[src/rtl/core/paged_bitmap_slot_allocator_core_assert.svh]
// ----------------------------------------------------------------------------
// Assertion macros for the paged bitmap slot allocator
// Implication and next-cycle implication checks, compiled out when SYNTH is set.
// ----------------------------------------------------------------------------
`ifndef PAGED_BITMAP_SLOT_ALLOCATOR_CORE_ASSERT_SVH
`define PAGED_BITMAP_SLOT_ALLOCATOR_CORE_ASSERT_SVH
`ifndef SYNTH
`define PBSA_ASSERT_IMP(lbl, clk, rst, ante, cons) \
   lbl: assert property (@(posedge clk) disable iff (rst) (ante) |-> (cons)) \
      else $error("pbsa: same-cycle check failed");
`define PBSA_ASSERT_NXT(lbl, clk, rst, ante, cons) \
   lbl: assert property (@(posedge clk) disable iff (rst) (ante) |=> (cons)) \
      else $error("pbsa: next-cycle check failed");
`else
`define PBSA_ASSERT_IMP(lbl, clk, rst, ante, cons)
`define PBSA_ASSERT_NXT(lbl, clk, rst, ante, cons)
`endif
`endif

[src/rtl/core/pbsa_pkg.sv]
// ----------------------------------------------------------------------------
// pbsa_pkg
// Shared widths, codes, the reciprocal table and helper functions.
// ----------------------------------------------------------------------------
`timescale 1ns / 1ps
`default_nettype none

package pbsa_pkg;

   localparam int IDX_W       = 11;
   localparam int UPP_W       = 6;
   localparam int UPP_MAX     = 32;
   localparam int LOC_MAX_W   = 5;
   localparam int QUO_W       = 11;
   localparam int TOTAL_W     = 12;
   localparam int PGOUT_W     = 7;
   localparam int KIND_W      = 2;
   localparam int STATUS_W    = 2;
   localparam int RECIP_W     = 18;
   localparam int RECIP_SHIFT = 17;

   localparam logic [KIND_W-1:0] KIND_ALLOC  = 2'd0;
   localparam logic [KIND_W-1:0] KIND_OCCUPY = 2'd1;
   localparam logic [KIND_W-1:0] KIND_FREE   = 2'd2;
   localparam logic [KIND_W-1:0] KIND_QUERY  = 2'd3;

   localparam logic [STATUS_W-1:0] STATUS_OK        = 2'd0;
   localparam logic [STATUS_W-1:0] STATUS_FULL      = 2'd1;
   localparam logic [STATUS_W-1:0] STATUS_NOT_FOUND = 2'd2;

   // Page number and position inside the page of a global slot index.
   typedef struct packed {
      logic [QUO_W-1:0]     page;
      logic [LOC_MAX_W-1:0] loc;
   } div_res_type;

   // ceil(2^17 / d): exact floor quotient for any 11-bit dividend and d up to 32.
   function automatic logic [RECIP_W-1:0] recip_of(input logic [UPP_W-1:0] d);
      logic [RECIP_W-1:0] r;
      case (d)
         6'd1:    r = 18'd131072;
         6'd2:    r = 18'd65536;
         6'd3:    r = 18'd43691;
         6'd4:    r = 18'd32768;
         6'd5:    r = 18'd26215;
         6'd6:    r = 18'd21846;
         6'd7:    r = 18'd18725;
         6'd8:    r = 18'd16384;
         6'd9:    r = 18'd14564;
         6'd10:   r = 18'd13108;
         6'd11:   r = 18'd11916;
         6'd12:   r = 18'd10923;
         6'd13:   r = 18'd10083;
         6'd14:   r = 18'd9363;
         6'd15:   r = 18'd8739;
         6'd16:   r = 18'd8192;
         6'd17:   r = 18'd7711;
         6'd18:   r = 18'd7282;
         6'd19:   r = 18'd6899;
         6'd20:   r = 18'd6554;
         6'd21:   r = 18'd6242;
         6'd22:   r = 18'd5958;
         6'd23:   r = 18'd5699;
         6'd24:   r = 18'd5462;
         6'd25:   r = 18'd5243;
         6'd26:   r = 18'd5042;
         6'd27:   r = 18'd4855;
         6'd28:   r = 18'd4682;
         6'd29:   r = 18'd4520;
         6'd30:   r = 18'd4370;
         6'd31:   r = 18'd4229;
         6'd32:   r = 18'd4096;
         default: r = '0;
      endcase
      return r;
   endfunction

   // Ones in every bit position below the page size.
   function automatic logic [UPP_MAX-1:0] upp_mask(input logic [UPP_W-1:0] upp);
      logic [UPP_MAX-1:0] m;
      for (int i = 0; i < UPP_MAX; i++) begin
         m[i] = (UPP_W'(i) < upp);
      end
      return m;
   endfunction

endpackage

`default_nettype wire

[src/rtl/core/paged_bitmap_slot_allocator_core.sv]
// ----------------------------------------------------------------------------
// paged_bitmap_slot_allocator_core: paged first-fit slot allocator
// Each request passes the index split and page search, the bitmap read and the
// update in turn; a new request is taken only once the block is back in idle.
// Reset: a sweep zeroes all MAX_PAGES words of the bitmap memory; no request
// is taken during the sweep, register writes are.
// ----------------------------------------------------------------------------
`timescale 1ns / 1ps
`default_nettype none

`include "paged_bitmap_slot_allocator_core_assert.svh"

module paged_bitmap_slot_allocator_core #(
   parameter int MAX_PAGES          = 64,
   parameter int MAX_UNITS_PER_PAGE = 32
) (
   input  logic        clock,
   input  logic        reset,
   // Request channel.
   input  logic        req_tvalid,
   output logic        req_tready,
   input  logic [15:0] req_tdata,   // [10:0] unit_index, [15:11] zero
   input  logic [1:0]  req_tuser,   // [1:0] kind
   // Result channel.
   output logic        rsp_tvalid,
   input  logic        rsp_tready,
   output logic [31:0] rsp_tdata,   // [10:0] slot_index, [11] allocated,
                                    // [23:12] total_used, [30:24] pages_in_use,
                                    // [31] zero
   output logic [1:0]  rsp_tuser,   // [1:0] status
   // Page size register write.
   input  logic        csr_valid,
   output logic        csr_ready,
   input  logic [5:0]  csr_data     // [5:0] units_per_page
);

   localparam int IDX_W    = pbsa_pkg::IDX_W;
   localparam int UPP_W    = pbsa_pkg::UPP_W;
   localparam int TOTAL_W  = pbsa_pkg::TOTAL_W;
   localparam int PGOUT_W  = pbsa_pkg::PGOUT_W;
   localparam int KIND_W   = pbsa_pkg::KIND_W;
   localparam int STATUS_W = pbsa_pkg::STATUS_W;
   localparam int UPP_MAX  = pbsa_pkg::UPP_MAX;
   localparam int PAGE_W   = (MAX_PAGES > 1) ? $clog2(MAX_PAGES) : 1;
   localparam int PCNT_W   = $clog2(MAX_PAGES + 1);
   localparam int LOC_W    = (MAX_UNITS_PER_PAGE > 1) ? $clog2(MAX_UNITS_PER_PAGE) : 1;
   localparam int BM_W     = MAX_UNITS_PER_PAGE;

   // Sequencer states.
   localparam int ST_W = 3;
   localparam logic [ST_W-1:0] ST_CLEAR = 3'd0;  // zero the bitmap memory
   localparam logic [ST_W-1:0] ST_IDLE  = 3'd1;  // wait for a request
   localparam logic [ST_W-1:0] ST_CALC  = 3'd2;  // divider and search, first stage
   localparam logic [ST_W-1:0] ST_SEL   = 3'd3;  // divider and search, second stage
   localparam logic [ST_W-1:0] ST_READ  = 3'd4;  // pick the page, read its bitmap
   localparam logic [ST_W-1:0] ST_MOD   = 3'd5;  // update, write back, respond

   // Control state.
   logic [ST_W-1:0]     state_ff, state_in;
   logic [PAGE_W-1:0]   clr_cnt_ff, clr_cnt_in;
   logic [UPP_W-1:0]    upp_ff, upp_in;
   logic [PCNT_W-1:0]   page_count_ff, page_count_in;
   logic [TOTAL_W-1:0]  total_ff, total_in;
   logic [MAX_PAGES-1:0] full_ff, full_in;
   logic                rsp_valid_ff, rsp_valid_in;

   // Item in flight.
   logic [KIND_W-1:0]   kind_ff, kind_in;
   logic [IDX_W-1:0]    idx_ff, idx_in;
   logic [PAGE_W-1:0]   tgt_ff, tgt_in;
   logic [LOC_W-1:0]    loc_ff, loc_in;
   logic                fail_ff, fail_in;
   logic [IDX_W-1:0]    base_ff, base_in;

   // Result register.
   logic [STATUS_W-1:0] rsp_status_ff, rsp_status_in;
   logic [IDX_W-1:0]    rsp_slot_ff, rsp_slot_in;
   logic                rsp_alloc_ff, rsp_alloc_in;
   logic [TOTAL_W-1:0]  rsp_total_ff, rsp_total_in;
   logic [PGOUT_W-1:0]  rsp_pages_ff, rsp_pages_in;

   // Handshakes.
   logic req_go, cfg_go, mod_go;

   // Submodule connections.
   pbsa_pkg::div_res_type div_res;
   logic                find_found;
   logic [PAGE_W-1:0]   find_page;
   logic                mem_rd_en, mem_wr_en;
   logic [PAGE_W-1:0]   mem_rd_addr, mem_wr_addr;
   logic [BM_W-1:0]     mem_rd_data, mem_wr_data;

   // Page selection (read cycle).
   logic                is_alloc;
   logic                oor;
   logic                alloc_full;
   logic [PAGE_W+UPP_W-1:0] base_prod;

   // Update (modify cycle).
   logic [UPP_MAX-1:0]  mask_full;
   logic [BM_W-1:0]     mask;
   logic [LOC_W-1:0]    first_free;
   logic [LOC_W-1:0]    bitpos;
   logic [BM_W-1:0]     onehot;
   logic                bit_set;
   logic                beyond;
   logic [BM_W-1:0]     new_bm;
   logic                bm_wr;
   logic [TOTAL_W-1:0]  total_mod;
   logic [PCNT_W-1:0]   pc_mod;
   logic [STATUS_W-1:0] status_mod;
   logic [IDX_W-1:0]    slot_mod;
   logic                alloc_mod;

   // Register write value, clamped to 1..MAX_UNITS_PER_PAGE.
   logic [UPP_W-1:0]    cfg_upp;

   assign req_go     = req_tvalid && req_tready;
   assign cfg_go     = csr_valid && csr_ready;
   assign mod_go     = (state_ff == ST_MOD) && (!rsp_valid_ff || rsp_tready);
   assign req_tready = (state_ff == ST_IDLE);
   assign csr_ready  = (state_ff == ST_IDLE) || (state_ff == ST_CLEAR);

   always_comb begin
      if (csr_data == '0) begin
         cfg_upp = UPP_W'(1);
      end else if (csr_data > UPP_W'(MAX_UNITS_PER_PAGE)) begin
         cfg_upp = UPP_W'(MAX_UNITS_PER_PAGE);
      end else begin
         cfg_upp = csr_data;
      end
   end

   // The divider and the page search run freely; both answers are registered
   // and ready by the read state of the sequencer.
   pbsa_recip_div u_div (
      .clock  (clock),
      .idx    (idx_ff),
      .upp    (upp_ff),
      .result (div_res)
   );

   pbsa_free_find #(
      .MAX_PAGES (MAX_PAGES)
   ) u_find (
      .clock      (clock),
      .full_vec   (full_ff),
      .page_count (page_count_ff),
      .found      (find_found),
      .page       (find_page)
   );

   pbsa_bitmap_mem #(
      .DEPTH (MAX_PAGES),
      .WIDTH (BM_W)
   ) u_mem (
      .clock   (clock),
      .rd_en   (mem_rd_en),
      .rd_addr (mem_rd_addr),
      .rd_data (mem_rd_data),
      .wr_en   (mem_wr_en),
      .wr_addr (mem_wr_addr),
      .wr_data (mem_wr_data)
   );

   // Page selection. Allocation takes the first page that is not full, or
   // opens the page at the current count. Other requests use the page that
   // the divider split from the index.
   always_comb begin
      is_alloc   = (kind_ff == pbsa_pkg::KIND_ALLOC);
      oor        = (div_res.page >= IDX_W'(MAX_PAGES));
      alloc_full = !find_found && (page_count_ff == PCNT_W'(MAX_PAGES));
      if (is_alloc) begin
         mem_rd_addr = find_found ? find_page : page_count_ff[PAGE_W-1:0];
      end else begin
         mem_rd_addr = div_res.page[PAGE_W-1:0];
      end
      base_prod = (PAGE_W+UPP_W)'(mem_rd_addr) * (PAGE_W+UPP_W)'(upp_ff);
   end

   // Bitmap update. Pages at or above the page count, and pages whose count
   // has dropped to zero, always hold an all-zero bitmap, so the bitmap alone
   // tells whether a page is present.
   always_comb begin
      mask_full  = pbsa_pkg::upp_mask(upp_ff);
      mask       = mask_full[BM_W-1:0];
      first_free = '0;
      for (int i = BM_W - 1; i >= 0; i--) begin
         if (!mem_rd_data[i] && mask[i]) begin
            first_free = LOC_W'(i);
         end
      end
      bitpos  = is_alloc ? first_free : loc_ff;
      onehot  = BM_W'(1) << bitpos;
      bit_set = |(mem_rd_data & onehot);
      beyond  = (PCNT_W'(tgt_ff) >= page_count_ff);

      new_bm     = mem_rd_data;
      bm_wr      = 1'b0;
      total_mod  = total_ff;
      pc_mod     = page_count_ff;
      status_mod = pbsa_pkg::STATUS_OK;
      slot_mod   = idx_ff;
      alloc_mod  = 1'b0;

      if (fail_ff) begin
         // Pool full for allocation, or index past the last page.
         status_mod = pbsa_pkg::STATUS_FULL;
         slot_mod   = is_alloc ? '0 : idx_ff;
      end else begin
         case (kind_ff)
            pbsa_pkg::KIND_ALLOC, pbsa_pkg::KIND_OCCUPY: begin
               new_bm    = mem_rd_data | onehot;
               bm_wr     = 1'b1;
               alloc_mod = 1'b1;
               if (!bit_set) begin
                  total_mod = total_ff + TOTAL_W'(1);
               end
               if (beyond) begin
                  pc_mod = PCNT_W'(tgt_ff) + PCNT_W'(1);
               end
               if (is_alloc) begin
                  slot_mod = base_ff + IDX_W'(first_free);
               end
            end
            pbsa_pkg::KIND_FREE: begin
               if (beyond || (mem_rd_data == '0)) begin
                  status_mod = pbsa_pkg::STATUS_NOT_FOUND;
               end else begin
                  new_bm = mem_rd_data & ~onehot;
                  bm_wr  = 1'b1;
                  if (bit_set) begin
                     total_mod = total_ff - TOTAL_W'(1);
                  end
                  // An emptied last page shortens the page count by one.
                  if ((new_bm == '0) && (PCNT_W'(tgt_ff) + PCNT_W'(1) == page_count_ff)) begin
                     pc_mod = page_count_ff - PCNT_W'(1);
                  end
               end
            end
            pbsa_pkg::KIND_QUERY: begin
               alloc_mod = bit_set;
            end
            default: begin
               alloc_mod = 1'b0;
            end
         endcase
      end
   end

   // Sequencer and state update.
   always_comb begin
      state_in      = state_ff;
      clr_cnt_in    = clr_cnt_ff;
      upp_in        = upp_ff;
      page_count_in = page_count_ff;
      total_in      = total_ff;
      full_in       = full_ff;
      kind_in       = kind_ff;
      idx_in        = idx_ff;
      tgt_in        = tgt_ff;
      loc_in        = loc_ff;
      fail_in       = fail_ff;
      base_in       = base_ff;
      rsp_valid_in  = rsp_valid_ff && !rsp_tready;
      rsp_status_in = rsp_status_ff;
      rsp_slot_in   = rsp_slot_ff;
      rsp_alloc_in  = rsp_alloc_ff;
      rsp_total_in  = rsp_total_ff;
      rsp_pages_in  = rsp_pages_ff;
      mem_rd_en     = 1'b0;
      mem_wr_en     = 1'b0;
      mem_wr_addr   = tgt_ff;
      mem_wr_data   = new_bm;

      case (state_ff)
         ST_CLEAR: begin
            mem_wr_en   = 1'b1;
            mem_wr_addr = clr_cnt_ff;
            mem_wr_data = '0;
            if (clr_cnt_ff == PAGE_W'(MAX_PAGES - 1)) begin
               state_in = ST_IDLE;
            end else begin
               clr_cnt_in = clr_cnt_ff + PAGE_W'(1);
            end
         end
         ST_IDLE: begin
            if (req_go) begin
               kind_in  = req_tuser;
               idx_in   = req_tdata[IDX_W-1:0];
               state_in = ST_CALC;
            end
         end
         ST_CALC: begin
            state_in = ST_SEL;
         end
         ST_SEL: begin
            state_in = ST_READ;
         end
         ST_READ: begin
            mem_rd_en = 1'b1;
            tgt_in    = mem_rd_addr;
            loc_in    = div_res.loc[LOC_W-1:0];
            fail_in   = is_alloc ? alloc_full : oor;
            base_in   = IDX_W'(base_prod);
            state_in  = ST_MOD;
         end
         ST_MOD: begin
            if (mod_go) begin
               mem_wr_en     = bm_wr;
               total_in      = total_mod;
               page_count_in = pc_mod;
               if (bm_wr) begin
                  full_in[tgt_ff] = (new_bm == mask);
               end
               rsp_valid_in  = 1'b1;
               rsp_status_in = status_mod;
               rsp_slot_in   = slot_mod;
               rsp_alloc_in  = alloc_mod;
               rsp_total_in  = total_mod;
               rsp_pages_in  = PGOUT_W'(pc_mod);
               state_in      = ST_IDLE;
            end
         end
         default: begin
            state_in = ST_IDLE;
         end
      endcase

      // A page size write counts only while no slot is in use; it also drops
      // any empty pages still counted.
      if (cfg_go && (total_ff == '0)) begin
         upp_in        = cfg_upp;
         page_count_in = '0;
      end
   end

   always_ff @(posedge clock) begin
      if (reset) begin
         state_ff      <= ST_CLEAR;
         clr_cnt_ff    <= '0;
         upp_ff        <= UPP_W'(MAX_UNITS_PER_PAGE);
         page_count_ff <= '0;
         total_ff      <= '0;
         full_ff       <= '0;
         rsp_valid_ff  <= 1'b0;
      end else begin
         state_ff      <= state_in;
         clr_cnt_ff    <= clr_cnt_in;
         upp_ff        <= upp_in;
         page_count_ff <= page_count_in;
         total_ff      <= total_in;
         full_ff       <= full_in;
         rsp_valid_ff  <= rsp_valid_in;
      end
   end

   always_ff @(posedge clock) begin
      kind_ff       <= kind_in;
      idx_ff        <= idx_in;
      tgt_ff        <= tgt_in;
      loc_ff        <= loc_in;
      fail_ff       <= fail_in;
      base_ff       <= base_in;
      rsp_status_ff <= rsp_status_in;
      rsp_slot_ff   <= rsp_slot_in;
      rsp_alloc_ff  <= rsp_alloc_in;
      rsp_total_ff  <= rsp_total_in;
      rsp_pages_ff  <= rsp_pages_in;
   end

   assign rsp_tvalid = rsp_valid_ff;
   assign rsp_tuser  = rsp_status_ff;
   assign rsp_tdata  = {1'b0, rsp_pages_ff, rsp_total_ff, rsp_alloc_ff, rsp_slot_ff};

   // A full page always holds at least one used slot.
   `PBSA_ASSERT_IMP(a_full_needs_use, clock, reset, total_ff == '0, full_ff == '0)
   // The page count never passes the number of pages.
   `PBSA_ASSERT_IMP(a_pc_bound, clock, reset, 1'b1, page_count_ff <= PCNT_W'(MAX_PAGES))
   // The memory is written only by the clearing sweep or a completing update.
   `PBSA_ASSERT_IMP(a_wr_source, clock, reset, mem_wr_en, (state_ff == ST_CLEAR) || mod_go)
   // A completed update always leaves a result waiting.
   `PBSA_ASSERT_NXT(a_mod_gives_rsp, clock, reset, mod_go, rsp_valid_ff)

endmodule

`default_nettype wire

[src/rtl/core/pbsa_bitmap_mem.sv]
// ----------------------------------------------------------------------------
// pbsa_bitmap_mem
// Single-port-write, single-port-read page bitmap memory, registered read.
// ----------------------------------------------------------------------------
`timescale 1ns / 1ps
`default_nettype none

module pbsa_bitmap_mem #(
   parameter  int DEPTH  = 64,
   parameter  int WIDTH  = 32,
   localparam int ADDR_W = (DEPTH > 1) ? $clog2(DEPTH) : 1
) (
   input  logic                     clock,
   input  logic                     rd_en,
   input  logic [ADDR_W-1:0]        rd_addr,
   output logic [WIDTH-1:0]         rd_data,
   input  logic                     wr_en,
   input  logic [ADDR_W-1:0]        wr_addr,
   input  logic [WIDTH-1:0]         wr_data
);

   logic [WIDTH-1:0] bitmap_mem [DEPTH];
   logic [WIDTH-1:0] rd_data_ff;

   always_ff @(posedge clock) begin
      if (wr_en) begin
         bitmap_mem[wr_addr] <= wr_data;
      end
   end

   always_ff @(posedge clock) begin
      if (rd_en) begin
         rd_data_ff <= bitmap_mem[rd_addr];
      end
   end

   assign rd_data = rd_data_ff;

endmodule

`default_nettype wire

[src/rtl/core/pbsa_recip_div.sv]
// ----------------------------------------------------------------------------
// pbsa_recip_div
// Two-stage slot index to page and offset split by reciprocal multiplication.
// ----------------------------------------------------------------------------
`timescale 1ns / 1ps
`default_nettype none

module pbsa_recip_div (
   input  logic                              clock,
   input  logic [pbsa_pkg::IDX_W-1:0]        idx,
   input  logic [pbsa_pkg::UPP_W-1:0]        upp,
   output pbsa_pkg::div_res_type             result
);

   localparam int IDX_W       = pbsa_pkg::IDX_W;
   localparam int UPP_W       = pbsa_pkg::UPP_W;
   localparam int QUO_W       = pbsa_pkg::QUO_W;
   localparam int RECIP_W     = pbsa_pkg::RECIP_W;
   localparam int RECIP_SHIFT = pbsa_pkg::RECIP_SHIFT;
   localparam int LOC_MAX_W   = pbsa_pkg::LOC_MAX_W;

   logic [IDX_W+RECIP_W-1:0] prod;
   logic [QUO_W-1:0]         quo_ff, quo_in;
   logic [IDX_W-1:0]         idx_ff;
   logic [UPP_W-1:0]         upp_ff;
   logic [QUO_W+UPP_W-1:0]   back;
   logic [IDX_W-1:0]         rem;
   pbsa_pkg::div_res_type    res_ff, res_in;

   // Stage one: quotient from the reciprocal table.
   always_comb begin
      prod   = (IDX_W+RECIP_W)'(idx) * (IDX_W+RECIP_W)'(pbsa_pkg::recip_of(upp));
      quo_in = prod[RECIP_SHIFT +: QUO_W];
   end

   // Stage two: remainder from the quotient.
   always_comb begin
      back          = (QUO_W+UPP_W)'(quo_ff) * (QUO_W+UPP_W)'(upp_ff);
      rem           = idx_ff - back[IDX_W-1:0];
      res_in.page   = quo_ff;
      res_in.loc    = rem[LOC_MAX_W-1:0];
   end

   always_ff @(posedge clock) begin
      quo_ff <= quo_in;
      idx_ff <= idx;
      upp_ff <= upp;
      res_ff <= res_in;
   end

   assign result = res_ff;

endmodule

`default_nettype wire

[src/rtl/core/pbsa_free_find.sv]
// ----------------------------------------------------------------------------
// pbsa_free_find
// Two-stage first-not-full page search below the current page count.
// ----------------------------------------------------------------------------
`timescale 1ns / 1ps
`default_nettype none

module pbsa_free_find #(
   parameter  int MAX_PAGES = 64,
   localparam int PAGE_W    = (MAX_PAGES > 1) ? $clog2(MAX_PAGES) : 1,
   localparam int PCNT_W    = $clog2(MAX_PAGES + 1)
) (
   input  logic                 clock,
   input  logic [MAX_PAGES-1:0] full_vec,
   input  logic [PCNT_W-1:0]    page_count,
   output logic                 found,
   output logic [PAGE_W-1:0]    page
);

   localparam int GRP    = 8;
   localparam int GRP_W  = 3;
   localparam int NGRP   = (MAX_PAGES + GRP - 1) / GRP;
   localparam int PAD_W  = NGRP * GRP;

   logic [MAX_PAGES-1:0] avail;
   logic [PAD_W-1:0]     avail_pad;
   logic [NGRP-1:0]      grp_any_ff, grp_any_in;
   logic [GRP_W-1:0]     grp_off_ff [NGRP];
   logic [GRP_W-1:0]     grp_off_in [NGRP];
   logic                 found_ff, found_in;
   logic [PAGE_W-1:0]    page_ff, page_in;

   // Stage one: per group of eight pages, any free page and the lowest one.
   always_comb begin
      for (int p = 0; p < MAX_PAGES; p++) begin
         avail[p] = !full_vec[p] && (PCNT_W'(p) < page_count);
      end
      avail_pad = PAD_W'(avail);
      for (int g = 0; g < NGRP; g++) begin
         grp_any_in[g] = 1'b0;
         grp_off_in[g] = '0;
         for (int k = GRP - 1; k >= 0; k--) begin
            if (avail_pad[g*GRP + k]) begin
               grp_any_in[g] = 1'b1;
               grp_off_in[g] = GRP_W'(k);
            end
         end
      end
   end

   // Stage two: lowest group that has a free page.
   always_comb begin
      found_in = 1'b0;
      page_in  = '0;
      for (int g = NGRP - 1; g >= 0; g--) begin
         if (grp_any_ff[g]) begin
            found_in = 1'b1;
            page_in  = PAGE_W'(g*GRP + int'(grp_off_ff[g]));
         end
      end
   end

   always_ff @(posedge clock) begin
      grp_any_ff <= grp_any_in;
      grp_off_ff <= grp_off_in;
      found_ff   <= found_in;
      page_ff    <= page_in;
   end

   assign found = found_ff;
   assign page  = page_ff;

endmodule

`default_nettype wire

[config.mk]
export PLATFORM = sky130hd
export DESIGN_NAME = paged_bitmap_slot_allocator_core
export DESIGN_NICKNAME = d
export VERILOG_FILES = /design/src/rtl/core/pbsa_pkg.sv /design/src/rtl/core/paged_bitmap_slot_allocator_core.sv /design/src/rtl/core/pbsa_bitmap_mem.sv /design/src/rtl/core/pbsa_recip_div.sv /design/src/rtl/core/pbsa_free_find.sv
export VERILOG_INCLUDE_DIRS = /design/src /design/src/rtl/core
export SDC_FILE = /design/constraint.sdc
export NUM_CORES = 2
export LEC_CHECK = 0
export ABC_AREA = 1
export BUFFER_PORTS_ARGS = -buffer_cell sky130_fd_sc_hd__clkbuf_2
export CORE_MARGIN = 2
export CORE_UTILIZATION = 44
export DETAILED_ROUTE_END_ITERATION = 10
export GPL_TIMING_DRIVEN = 0
export HOLD_SLACK_MARGIN = 0.05
export SLEW_MARGIN = 40
export SYNTH_ARGS = -nofsm -noshare
export SYNTH_HDL_FRONTEND = slang
export SYNTH_SLANG_ARGS = --single-unit
[constraint.sdc]
create_clock -name clock -period 11.5 [get_ports clock]
set_input_delay 1.15 -clock clock [delete_from_list [all_inputs] [get_ports clock]]
set_output_delay 1.15 -clock clock [all_outputs]
set_load 0.01 [all_outputs]
==> tab_implementation.tex <==
\begin{tabular}{lr}
\hline
Metric & Value \\
\hline
\multicolumn{2}{l}{\textbf{Run status}} \\
\quad Result of the run & completed \\
\multicolumn{2}{l}{\textbf{Placed design}} \\
\quad Placer's final routability congestion estimate & 1.01 \\
\quad Instance area at placement & 116000 um2 \\
\quad Number of buffer cells added on primary ports & 59 \\
\quad DPL Wire Length & 307 mm \\
\multicolumn{2}{l}{\textbf{Global routing}} \\
\quad Vias in the first global route & 75473 \\
\quad Antenna violations before repair & 29 \\
\quad Busiest metal layer after global routing & met2 \\
\quad Met2 usage in global routing & 50.4\% \\
\quad Largest net degree at the start of global routing & 29 \\
\quad Met3 GRT Util & 8.70\% \\
\quad Global-route usage over all layers & 33.5\% \\
\quad Global-route wire length before repair & 573 mm \\
\quad Overflow after GRT & 0 \\
\quad M1 GR Usage & 42.6\% \\
\multicolumn{2}{l}{\textbf{Route}} \\
\quad Post-Route WL & 413 mm \\
\quad Iteration-0 DRC count of the detailed router & 12190 \\
\quad Via count & 79918 \\
\quad Post-DR vias/cell & 6.15 \\
\quad Wirelength per Cell & 31.7 um \\
\quad DRC Markers & 0 \\
\quad Post-route antenna net violation count & 0 \\
\quad Pre-antenna DRT Iters & 9 \\
\multicolumn{2}{l}{\textbf{STA}} \\
\quad Slew HR & 30.3\% \\
\quad Fin. max-slew vios & 0 \\
\quad Final Hold Vio Count & 0 \\
\quad Setup\_tns & 0 ns \\
\quad Period minus WS final & 8.07 ns \\
\quad Worst Max-Slew Pin Slew & 1.04 ns \\
\quad Count of final setup violators & 0 \\
\quad Final setup skew & 0.127 ns \\
\quad Achievable frequency & 0.124 GHz \\
\quad Share of the cycle needed by the critical path after routing & 70.2\% \\
\quad Unrepaired setup endpoints after global routing & false \\
\multicolumn{2}{l}{\textbf{Clocking}} \\
\quad Clock tree from TritonCTS & yes \\
\quad Clk pin slew, worst setup/hold paths & 0.06 ns \\
\quad Hold buffer count at CTS & 0 \\
\quad CTS root buffer & clkbuf\_16 \\
\quad Num CTS Buffers & 239 \\
\quad Number of buffers on the longest clock path & 3 \\
\quad Clk Latency, worst-skew pair & 0.96 ns \\
\quad Post-cts sizing count & 0 \\
\quad Number of H-tree levels & 4 \\
\quad Number of sinks handled by clock tree synthesis & 2342 \\
\quad Number of post-CTS setup repair buffers & 0 \\
\multicolumn{2}{l}{\textbf{Cells and area}} \\
\quad Layout-stage area growth over the synthesis result & 18.3\% \\
\quad Fraction of layout instances using a drive strength above 1 & 11.2\% \\
\quad Post-layout nets & 9942 \\
\quad Cell area after layout & 124000 um2 \\
\multicolumn{2}{l}{\textbf{Synth}} \\
\quad Number of enable-type register cells in the synthesized netlist & 2149 \\
\quad Most used standard cell by instance count after synthesis & edfxtp\_1 \\
\quad Total of flip-flops plus latches after synthesis & 2342 \\
\quad Async set-reset flop share out of synthesis & 0\% \\
\quad Number of warning messages in the yosys log & 0 \\
\quad Portion of the post-synthesis area used by sequential elements & 65.4\% \\
\quad Cells after Synth & 9049 \\
\quad Main synth FF type & edfxtp\_1 \\
\quad Main area contributors after synthesis & edfxtp\_1 (62\%), nor2\_1 (7.5\%), o21ai\_0 (4.4\%), o32ai\_1 (3.9\%), dfxtp\_1 (3.7\%) \\
\quad Synthesized area & 105000 um2 \\
\quad Number of nets produced by synthesis & 9352 \\
\quad Top cell types by occurrence after synthesis & edfxtp\_1 (2149), nor2\_1 (2093), o21ai\_0 (924), nand2\_1 (732), clkbuf\_1 (507) \\
\quad Fraction of synthesized cell area taken by the top area cell type & 61.7\% \\
\quad Cell accounting for the most synthesized area & edfxtp\_1 \\
\quad Cell variety after synth & 66 \\
\quad Post-synthesis average cell area & 11.6 um2 \\
\multicolumn{2}{l}{\textbf{Critical path}} \\
\quad Source of the worst register-to-register timing path & kind\_ff[1] \\
\quad Path type of the worst setup path & flip-flop to flip-flop \\
\quad Destination of the worst register-to-register timing path & base\_ff[10] \\
\quad Worst EP required & 12.08 ns \\
\quad CP Max Fanout & 10 \\
\quad Number of cells traversed by the worst register-to-register path & 22 \\
\quad Kind of end point of the critical path & flip-flop \\
\quad Flop-to-flop setup slack & 3.43 ns \\
\quad Worst path arrival time & 8.65 ns \\
\quad Launching element type of the critical path & flip-flop \\
\multicolumn{2}{l}{\textbf{Die}} \\
\quad IO Pins & 66 \\
\quad Die footprint & 242000 um2 \\
\quad Die Span X & 492 um \\
\quad DIE HEIGHT & 492 um \\
\quad Area of the placeable core & 236000 um2 \\
\quad Starting utilization of the core area & 44.3\% \\
\quad Placement Rows & 178 \\
\multicolumn{2}{l}{\textbf{Min path}} \\
\quad Worst hold path stage count & 0 \\
\quad Hold worst-path end & u\_div.result[12] \\
\quad Beginning of the worst hold path & u\_div.quo\_ff[7] \\
\quad Min-delay worst type & flip-flop to flip-flop \\
\multicolumn{2}{l}{\textbf{Job}} \\
\quad Max\_cap viols & 0 \\
\multicolumn{2}{l}{\textbf{Power and ir drop}} \\
\quad Leakage & 43.7 nW \\
\quad Worst ir drop on vdd & 183 uV \\
\quad Power density cells & 263 nW/um2 \\
\hline
\end{tabular}
[kinds of logic (layout without fill, tap and decap cells)]
family | count (synthesis) | after routing | synth area share [%]
AOI/OAI and AO/OA | 2021 | 2021 | 13.1
xor gates and xnor gates | 63 | 63 | 0.528
adders and majority gates | 274 | 274 | 4.43
buffers and inverters | 1097 | 1891 | 4.07
DFF | 2342 | 2342 | 65.4
other | 1 | 10 | 0.00359
and+or+nand+nor | 3251 | 3251 | 12.5
[area by class of cell]
cell class	instances	area (um2)
Tap cell	3150	3940
Clock buffer	293	6240
Fill cell	20075	112000
Sequential cell	2342	68400
Multi-Input combinational cell	5610	32800
Antenna cell	9	22.5
Inverter	532	2000
Timing Repair Buffer	349	6340
Clock inverter	152	1600
Buffer	565	2410
[placed cells by master (no fill, tap or decap), drive strengths merged, types with 2 or more instances in the layout]
cell / Yosys / final
edfxtp: 2149 / 2149
nor2: 2112 / 2112
o21ai: 969 / 969
clkbuf: 507 / 860
nand2: 752 / 752
inv: 519 / 527
o32ai: 462 / 462
buf: 58 / 347
nand3: 253 / 253
a21oi: 204 / 204
dfxtp: 193 / 193
fa: 161 / 161
clkinv: 13 / 124
o211ai: 115 / 115
ha: 113 / 113
o221ai: 84 / 84
o21bai: 59 / 59
nand4: 56 / 56
o311ai: 50 / 50
nor3: 48 / 48
xor2: 42 / 42
o22ai: 26 / 26
bufinv: 0 / 23
xnor2: 21 / 21
a211oi: 14 / 14
or2: 14 / 14
nor4: 12 / 12
clkinvlp: 0 / 10
diode: 0 / 9
a31oi: 7 / 7
o31ai: 4 / 4
a22o: 4 / 4
a21boi: 4 / 4
a22oi: 2 / 2
and2: 2 / 2
o21a: 2 / 2
o2111ai: 2 / 2
a311oi: 2 / 2
o41ai: 2 / 2
a211o: 2 / 2
[state kept, by name, summed over array words and instances, names as in the netlist, 7 cells and up, named ones only]
signal,flops
base_ff,11
full_ff,64
page_count_ff,7
u_find.grp_off_ff,24
u_mem.bitmap_mem,2048
rsp_slot_ff,11
u_div.quo_ff,11
rsp_pages_ff,7
total_ff,12
u_find.grp_any_ff,8
u_mem.rd_data,32
rsp_total_ff,12
u_div.result,16
idx_ff,11
[report_power, final]
group          switching [W]  internal (W)  leakage, nW
Clock                0.00346       0.00439         3.80
Sequential          0.000274        0.0113         21.4
Combinational        0.00990       0.00325         18.5
[critical path: stages (launching register included)]
cell      delay (ns)
edfxtp_1        0.51
nor2_2          0.45
o211ai_1        0.33
o21ai_1         0.46
clkbuf_2        0.72
clkbuf_1        0.77
clkinv_1        0.50
clkbuf_2        0.55
clkbuf_1        0.50
nand2_1         0.20
fa_1            0.48
fa_1            0.52
fa_1            0.54
inv_1           0.04
ha_1            0.34
a21oi_1         0.14
nand2_1         0.09
a21oi_1         0.13
o21bai_1        0.10
nand2_1         0.07
nand2_1         0.05
a21oi_1         0.14
xor2_1          0.09
[layer usage]
metal,vias up,share of wire [%]
met3,1194,12
met5,-,0.084
met2,5328,44
li1,33827,-
met4,20,8.0
met1,39549,36
[per-stage QoR]
step	utilization (%)	hold WS, ns	worst slack [ns]	std cells	power, W
5_1_grt	52.5	0.330	2.84	12994	0.0332
3_3_place_gp	46.1	0.314	1.32	12258	0.0228
4_1_cts	52.4	0.327	3.36	12990	0.0320
6_report	52.5	0.325	3.43	13002	0.0326
3_5_place_dp	49.1	0.314	3.42	12545	0.0243
2_1_floorplan	-	0.310	4.99	9049	0.0171
[how the worst max path moves through the flow]
stage | startpoint | to
2_1_floorplan | idx_ff[10] | u_div.quo_ff[9]
4_1_cts | kind_ff[1] | base_ff[10]
6_report | kind_ff[1] | base_ff[10]
3_3_place_gp | upp_ff[5] | u_mem.bitmap_mem[38][15]
5_1_grt | idx_ff[4] | u_div.quo_ff[9]
3_5_place_dp | kind_ff[1] | base_ff[10]
(Power assumes the default switching activity.)
